### src/rgsi_pkg.sv
// Package for the rotated grid source index block: word types, config
// register layout, register indexes and reset values.
// No dependencies; every module of the block imports it.
package rgsi_pkg;

  localparam int COORD_W   = 13;
  localparam int ROT_W     = 54;
  localparam int COEF_W    = 18;
  localparam int SPC_W     = 60;
  localparam int SPC_F_W   = 20;
  localparam int OFS_W     = 63;
  localparam int OFS_F_W   = 21;
  localparam int DIMS_W    = 39;
  localparam int INDEX_W   = 36;
  localparam int CFG_IDX_W = 3;
  localparam int CFG_DATA_W = 63;

  localparam int MAX_OLD_DIM_DEF = 4096;
  localparam int MAX_NEW_DIM     = 8192;

  // Datapath widths.
  localparam int P_W    = 35;   // scaled and shifted point, Q.12 signed
  localparam int PR_W   = 53;   // coefficient times point
  localparam int R_W    = 55;   // rotated point, Q.28 signed
  localparam int MAG_W  = 54;   // magnitude of rotated point
  localparam int LO_SPLIT = 32;
  localparam int LO_W   = LO_SPLIT + SPC_F_W;
  localparam int HI_W   = (MAG_W - LO_SPLIT) + SPC_F_W;
  localparam int FULL_W = MAG_W + SPC_F_W;
  localparam int FRAC_W = 40;
  localparam int Q_W    = FULL_W - FRAC_W + 1;

  // Register stages from accept to result strobe: map 3, scale 2, index 3.
  localparam int PIPE_LAT = 8;

  localparam logic [ROT_W-1:0]  ROT_ROW_X_RST = 54'd65536;
  localparam logic [ROT_W-1:0]  ROT_ROW_Y_RST = 54'd17179869184;
  localparam logic [ROT_W-1:0]  ROT_ROW_Z_RST = 54'd4503599627370496;
  localparam logic [SPC_W-1:0]  NEW_SPC_RST   = 60'd4503603922341888;
  localparam logic [OFS_W-1:0]  NEW_OFS_RST   = '0;
  localparam logic [SPC_W-1:0]  OLD_INV_RST   = 60'd4503603922341888;
  localparam logic [DIMS_W-1:0] OLD_DIMS_RST  = 39'd67117057;

  typedef enum logic [CFG_IDX_W-1:0] {
    CFG_ROT_ROW_X,
    CFG_ROT_ROW_Y,
    CFG_ROT_ROW_Z,
    CFG_NEW_SPACING,
    CFG_NEW_OFFSET,
    CFG_OLD_INV_SPACING,
    CFG_OLD_DIMS,
    CFG_SLICE_MODE
  } cfg_reg_t;

  typedef struct packed {
    logic [ROT_W-1:0]  rot_row_x;
    logic [ROT_W-1:0]  rot_row_y;
    logic [ROT_W-1:0]  rot_row_z;
    logic [SPC_W-1:0]  new_spacing;
    logic [OFS_W-1:0]  new_offset;
    logic [SPC_W-1:0]  old_inv_spacing;
    logic [DIMS_W-1:0] old_dims;
    logic              slice_mode;
  } cfg_regs_t;

  typedef struct packed {
    logic [COORD_W-1:0] out_col;
    logic [COORD_W-1:0] out_row;
    logic [COORD_W-1:0] out_plane;
  } in_word_t;

  typedef struct packed {
    logic               hit;
    logic [INDEX_W-1:0] source_index;
  } out_word_t;

  // Sideband that rides along the arithmetic stages.
  typedef struct packed {
    logic               new_ok;
    logic [COORD_W-1:0] plane;
  } side_t;

  typedef struct packed {
    logic [2:0][MAG_W-1:0] mag;
    logic [2:0]            neg;
    side_t                 side;
  } map_word_t;

  typedef struct packed {
    logic [2:0][Q_W-1:0] q;
    logic [2:0]          neg;
    side_t               side;
  } scale_word_t;

endpackage

### src/rgsi_index.sv
// Last three stages: bounds check against the clamped old grid, then the
// linear index plane*X*Y + row*X + col, registered as the result word.
// Depends on rgsi_pkg.
module rgsi_index #(
  parameter int MAX_OLD_DIM = rgsi_pkg::MAX_OLD_DIM_DEF
) (
  input  logic                  clk,
  input  logic                  rst_n,
  input  logic                  in_valid,
  input  rgsi_pkg::scale_word_t in_word,
  input  rgsi_pkg::cfg_regs_t   cfg,
  output logic                  out_valid,
  output rgsi_pkg::out_word_t   out_word
);
  import rgsi_pkg::*;

  localparam int DIM_W   = $clog2(MAX_OLD_DIM + 1);
  localparam int SRC_W   = $clog2(MAX_OLD_DIM);
  localparam int XY_W    = 2 * DIM_W;
  localparam int ROW_W   = SRC_W + DIM_W + 1;
  localparam int PROD_W  = SRC_W + XY_W;
  localparam int IDX_F_W = PROD_W + 1;
  localparam int SUM_W   = (IDX_F_W > INDEX_W) ? IDX_F_W : INDEX_W;

  logic [2:0][DIM_W-1:0] dim;

  logic                  v6_r, v7_r, v8_r;
  logic                  in6_r, in6_nxt, in7_r;
  logic [2:0][SRC_W-1:0] src6_r, src6_nxt;
  logic [SRC_W-1:0]      src2_7_r;
  logic [XY_W-1:0]       xy7_r, xy7_nxt;
  logic [ROW_W-1:0]      row7_r, row7_nxt;
  logic [SRC_W+DIM_W-1:0] mul1;
  logic [PROD_W-1:0]     prod8;
  logic [SUM_W-1:0]      idx8;
  out_word_t             w8_r, w8_nxt;

  // Old dimensions, clamped to the largest supported size.
  always_comb begin
    logic [COORD_W-1:0] d;
    for (int a = 0; a < 3; a++) begin
      d = cfg.old_dims[a*COORD_W +: COORD_W];
      dim[a] = ({1'b0, d} > (COORD_W+1)'(MAX_OLD_DIM)) ? DIM_W'(MAX_OLD_DIM)
                                                       : DIM_W'(d);
    end
  end

  // Stage 6: range check. A negative value that rounded to zero is inside.
  always_comb begin
    logic ok;
    in6_nxt = in_word.side.new_ok;
    for (int a = 0; a < 3; a++) begin
      ok = (!in_word.neg[a] || (in_word.q[a] == '0))
           && (in_word.q[a] < Q_W'(dim[a]));
      src6_nxt[a] = in_word.q[a][SRC_W-1:0];
      if (a == 2 && cfg.slice_mode) begin
        ok = Q_W'(in_word.side.plane) < Q_W'(dim[a]);
        src6_nxt[a] = in_word.side.plane[SRC_W-1:0];
      end
      in6_nxt = in6_nxt & ok;
    end
  end

  // Stage 7: plane stride and the in-plane part of the index.
  assign xy7_nxt  = dim[0] * dim[1];
  assign mul1     = src6_r[1] * dim[0];
  assign row7_nxt = ROW_W'(mul1) + ROW_W'(src6_r[0]);

  // Stage 8: add the plane part; a miss reports index zero.
  assign prod8 = src2_7_r * xy7_r;
  assign idx8  = SUM_W'(prod8) + SUM_W'(row7_r);
  always_comb begin
    w8_nxt.hit          = in7_r;
    w8_nxt.source_index = in7_r ? idx8[INDEX_W-1:0] : '0;
  end

  always_ff @(posedge clk) begin
    if (!rst_n) begin
      v6_r <= 1'b0;
      v7_r <= 1'b0;
      v8_r <= 1'b0;
    end else begin
      v6_r <= in_valid;
      v7_r <= v6_r;
      v8_r <= v7_r;
    end
  end

  always_ff @(posedge clk) begin
    in6_r    <= in6_nxt;
    src6_r   <= src6_nxt;
    in7_r    <= in6_r;
    src2_7_r <= src6_r[2];
    xy7_r    <= xy7_nxt;
    row7_r   <= row7_nxt;
    w8_r     <= w8_nxt;
  end

  assign out_valid = v8_r;
  assign out_word  = w8_r;

endmodule

### config.mk
export PLATFORM = sky130hd
export DESIGN_NAME = rgsi_index
export DESIGN_NICKNAME = d
export VERILOG_FILES = /design/src/rgsi_pkg.sv /design/src/rgsi_index.sv
export SDC_FILE = /design/constraint.sdc
export NUM_CORES = 2
export LEC_CHECK = 0
export BUFFER_PORTS_ARGS = -buffer_cell sky130_fd_sc_hd__buf_2
export CAP_MARGIN = 10
export CORE_AREA = 3 3 220 222
export DETAILED_ROUTE_END_ITERATION = 10
export DIE_AREA = 0 0 223 225
export PLACE_DENSITY = 0.81
export SYNTH_ARGS = -nofsm -noshare
export SYNTH_HDL_FRONTEND = slang
export SYNTH_SLANG_ARGS = --single-unit
### constraint.sdc
create_clock -name clk -period 8.1 [get_ports clk]
set_input_delay 0.81 -clock clk [delete_from_list [all_inputs] [get_ports clk]]
set_output_delay 0.81 -clock clk [all_outputs]
set_load 0.02 [all_outputs]
# Yosys cells after proc, flatten, opt, wreduce, memory -nomap -nowiden
# Cells that the tools add are included.
[op_classes]
n_addsub = 2
mul = 3
order_cmp = 7
mux = 5
bitwise = 3
reduce_logical = 12
[op_table]
columns = ["cell", "count"]
rows = [
  ["$logic_not 35->1", 3],
  ["$lt 35x13->1", 3],
  ["$gt 13x13->1 const B", 3],
  ["$mux 13", 3],
  ["$add 36x26->36", 1],
  ["$mul 12x26->36", 1],
  ["$add 25x12->26", 1],
  ["$mul 13x13->26", 1],
  ["$mul 12x13->25", 1],
  ["$lt 13x13->1", 1],
  ["$mux 12", 1],
  ["$and 1x1->1", 3],
  ["$logic_and 1x1->1", 3],
  ["$logic_not 1->1", 3],
  ["$logic_or 1x1->1", 3],
  ["$mux 1", 1],
]
[word_totals]
regBits = 142
in_bits = 510
output_inout_bits = 38
elab_cells = 45

# Logic depth before layout (Yosys ltp)
[logic_depth]
ltp_word = 7
depth_mapped = 24
depth_no_buf = 21

# Least setup slack after synthesis
# Ideal clock, no wire load.
[synth_path]
kind = "in2reg"
startpoint = "input port cfg[26] in the netlist's numbering"
endpoint = "register xy7_r[24]"
setup_ns = 0.072
arrival_time_ns = 6.253
t_required_ns = 8.028
path_slack_ns = 1.775
path_stages = 21
n_path_buf = 3
cell_sequence = "clkbuf_1 clkbuf_1 nor2b_1 clkbuf_1 nand2_1 fa_1 fa_1 fa_1 inv_1 fa_1 inv_1 fa_1 inv_1 ha_1 or3_1 a211oi_2 o311ai_2 a211o_1 or3_1 a31oi_1 xnor2_1"
[synth_via]
elab_chain_len = 3
[synth_rtl]
columns = ["item", "line", "source"]
rows = [
  ["start, declared", "rgsi_index.sv:11", "input rgsi_pkg::cfg_regs_t cfg,"],
  ["$gt 13x13->1", "rgsi_index.sv:43", "dim[a] = ({1'b0, d} > (COORD_W+1)'(MAX_OLD_DIM)) ? DIM_W'(MAX_OLD_DIM)"],
  ["$mux 13 *", "rgsi_index.sv:43", ""],
  ["$mul 13x13->26 *", "rgsi_index.sv:65", "assign xy7_nxt = dim[0] * dim[1];"],
  ["net xy7_nxt[24]", "rgsi_index.sv:31", "logic [XY_W-1:0] xy7_r, xy7_nxt;"],
  ["end signal, assigned", "rgsi_index.sv:94", "xy7_r <= xy7_nxt;"],
  ["end, declared", "rgsi_index.sv:31", ""],
]
# Mark *: on every way through the listed nets, which the timed path passes. The rest lies on a longest branch.
# A chain may end at the register's enable or synchronous reset.

# Worst setup path in the final report
[layout_path]
startpoint = "input port cfg[13] in the netlist's numbering"
endpoint = "register row7_r[25]"
[layout_via]
elab_chain_len = 4
[layout_rtl]
columns = ["item", "line", "source"]
rows = [
  ["$gt 13x13->1", "rgsi_index.sv:43", ""],
  ["$mux 13 *", "rgsi_index.sv:43", ""],
  ["$mul 12x13->25 *", "rgsi_index.sv:66", "assign mul1 = src6_r[1] * dim[0];"],
  ["$add 25x12->26 *", "rgsi_index.sv:67", "assign row7_nxt = ROW_W'(mul1) + ROW_W'(src6_r[0]);"],
  ["net row7_nxt[25]", "rgsi_index.sv:32", "logic [ROW_W-1:0] row7_r, row7_nxt;"],
  ["end signal, assigned", "rgsi_index.sv:95", "row7_r <= row7_nxt;"],
  ["end, declared", "rgsi_index.sv:32", ""],
]
# Marks and branches as above.

==> impl_summary.log <==
[metrics] unrepaired setup endpoints after global routing: no
[metrics] number of fill cells in the layout: 3932
[metrics] initial antenna violation count: 5
[metrics] Chip Width: 223 µm
[metrics] share of flip-flops with an asynchronous set or reset: 0%
[metrics] grt total ovfl: 0
[metrics] Total Die Area: 50200 µm²
[metrics] number of synthesis warnings: 0
[metrics] Synth Net Count: 4154
[metrics] post-synthesis average cell area: 8.91 µm²
[metrics] Reg clk slew, reported paths: 0.07 ns
[metrics] class of the tightest hold or removal check: register to register
[metrics] Clock Tree Root: clkbuf_16
[metrics] height of the die: 225 µm
[metrics] sequential share of the synthesized area: 11.1%
[metrics] maximum clock rate: 148 MHz
[metrics] via total after detailed routing: 19612
[metrics] cts hold-fix bufs: 0
[metrics] total half-perimeter wirelength after legalization and detailed placement: 54.3 mm
[metrics] minimum clock period: 6.76 ns
[metrics] Floorplan Core Area: 46600 µm²
[metrics] Initial DRC Count: 1368
[metrics] top-level port count: 548
[metrics] maxcap violations: 0
[metrics] number of clock sinks seen by CTS: 142
[metrics] maximum net fanout on the critical path: 31
[metrics] status: finished, final reports clean
[metrics] Data required, critical path: 8.47 ns
[metrics] final hold vios: 0
[metrics] commonest cells after routing, fill and taps aside: 612 x inv_1, 507 x fa_1, 434 x nand2_1, 267 x ha_1, 202 x buf_2
[metrics] crit path capture type: register
[metrics] number of buffer cells added on primary ports: 202
[metrics] arrival time at the worst endpoint: 7.13 ns
[metrics] Net count, final: 4281
[metrics] distinct cell type count of the synthesized netlist: 61
[metrics] number of gates resized after CTS: 0
[metrics] post-route non-filler standard cell count: 3617
[metrics] Post-synth EDFFs: 0
[metrics] Post-Synthesis Cell Area: 25600 µm²
[metrics] Slew Limit Headroom: 22.7%
[metrics] number of clock buffers inserted by TritonCTS: 17
[metrics] residual DRC count: 0
[metrics] clock tree skew after final layout: 0.0180 ns
[metrics] Antenna Nets Post-Route: 0
[metrics] Worst Tran Pin Value: 1.16 ns
[metrics] most common library cell in the layout ignoring fill and taps: inv_1
[metrics] cell count after placement: 3585
[metrics] latest clock arrival within the worst-skew pair: 0.48 ns
[metrics] row count: 79
[metrics] number of standard cells after synthesis: 2870
[metrics] starting utilization of the core area: 54.9%
[metrics] router iterations before antenna repair: 5
[metrics] share of the clock period used by the worst path: 83.5%
[metrics] pin count of the biggest net entering global routing: 32
[metrics] post-synthesis to final-layout area growth: 8.31%
[metrics] via count of the first global-routing pass: 20969
[metrics] layout cell share with drive strength beyond 1: 9.47%
[metrics] nature of the critical path startpoint: primary input
[metrics] setup TNS: 0 ns
[metrics] H-Tree Depth: 4
[metrics] Post-synth top flop: dfxtp_1
[metrics] routed vias/inst: 5.42
[metrics] last weighted congestion value of the routability-driven placer: 0.909
[metrics] number of slew-limit violations in the final report: 0
[metrics] number of diodes: 0
[metrics] Max Buffers Root-to-Sink: 2
[metrics] post-CTS setup buffer count: 0
[metrics] total routing resource utilization after global routing: 27.4%
[metrics] CTS tree: yes
[metrics] wire length reported by the detailed router: 65.5 mm
[metrics] flop and latch count out of synthesis: 142
[metrics] Worst Setup Path Type: primary input to register
[metrics] post-detailed-route wirelength per cell: 18.1 µm
[metrics] global-route wire length before repair: 109 mm
[metrics] number of setup violations in the final report: 0
layer usage:
metal	GRT usage, %	up-vias	wire length, µm
li1	-	8921	-
met1	37.2	9520	27600
met2	43.5	993	29000
met3	5.38	172	5930
met4	11.1	6	2950
met5	0	-	31
cells in the mapped netlist, types with 33 or more instances:
master | count | area share, %
a21o_1 | 50 | 1.5
a21oi_1 | 70 | 1.4
and2_1 | 184 | 4.5
clkbuf_1 | 115 | 1.7
dfxtp_1 | 142 | 11
fa_1 | 507 | 40
ha_1 | 267 | 13
inv_1 | 612 | 9.0
nand2_1 | 434 | 6.4
nor2_1 | 134 | 2.0
nor2b_1 | 33 | 0.81
xnor2_1 | 40 | 1.4
cell type report:
cell class              count  area (µm²)  area share, %
flip-flops and latches    142        2840           10.3
well taps                 607         759           2.74
multi-input cells        1985       19900           72.0
repair buffers            225        1180           4.27
inverters                 626        2350           8.48
clock inverters            15         196          0.709
clock buffers              17         425           1.54
critical path: stages:
cell and delay (ns):
buf_2 0.53, nor2b_1 0.20, buf_4 0.24, and2_1 0.19
fa_1 0.54, inv_1 0.05, fa_1 0.47, inv_1 0.07
fa_1 0.51, inv_1 0.06, fa_1 0.49, fa_1 0.49
inv_1 0.04, ha_1 0.34, a21oi_1 0.28, o211ai_1 0.15
a21oi_1 0.31, a21oi_1 0.17, a211oi_1 0.54, o311ai_1 0.20
a21oi_1 0.20, xor2_1 0.24
worst paths after layout:
path                                                 to                 from  cells past startpoint  slack, ns
worst min-delay path                src2_7_r[2]$_DFF_P_   src6_r[26]$_DFF_P_                      0       0.33
worst min register to register      src2_7_r[2]$_DFF_P_   src6_r[26]$_DFF_P_                      0       0.33
worst max-delay path                 row7_r[25]$_DFF_P_              cfg[13]                     22       1.34
worst max register to register  out_word[24]$_SDFF_PN0_  src2_7_r[1]$_DFF_P_                     18       1.81
metrics by stage:
stage               utilization [%]  cell area (µm²)  hold slack (ns)  worst slack [ns]
detailed placement             58.2            27100            0.314             0.933
global placement               58.2            27100            0.312              1.09
CTS                            59.5            27700            0.330              1.42
finish                         59.5            27700            0.330              1.34
floorplan                         -            25600            0.310              1.77
global route                   59.5            27700            0.331              1.02
flip-flops by register name (all words and copies together) (netlist names):
name and flops:
row7_r 26, src2_7_r 12, src6_r 36, xy7_r 26, out_valid 1, v7_r 1, in7_r 1, in6_r 1
out_word 37, v6_r 1
kinds of logic after synthesis:
family                     synth area share, %
muxes                                    0.724
and+or+nand+nor                           16.6
adders and majority gates                 52.8
AOI/OAI and AO/OA                         5.88
DFF                                       11.1
buffers and inverters                     10.9
xor gates and xnor gates                  2.02
Power is not shown: default switching activity piles up to over one toggle a cycle in this logic, so the estimate is an artifact.
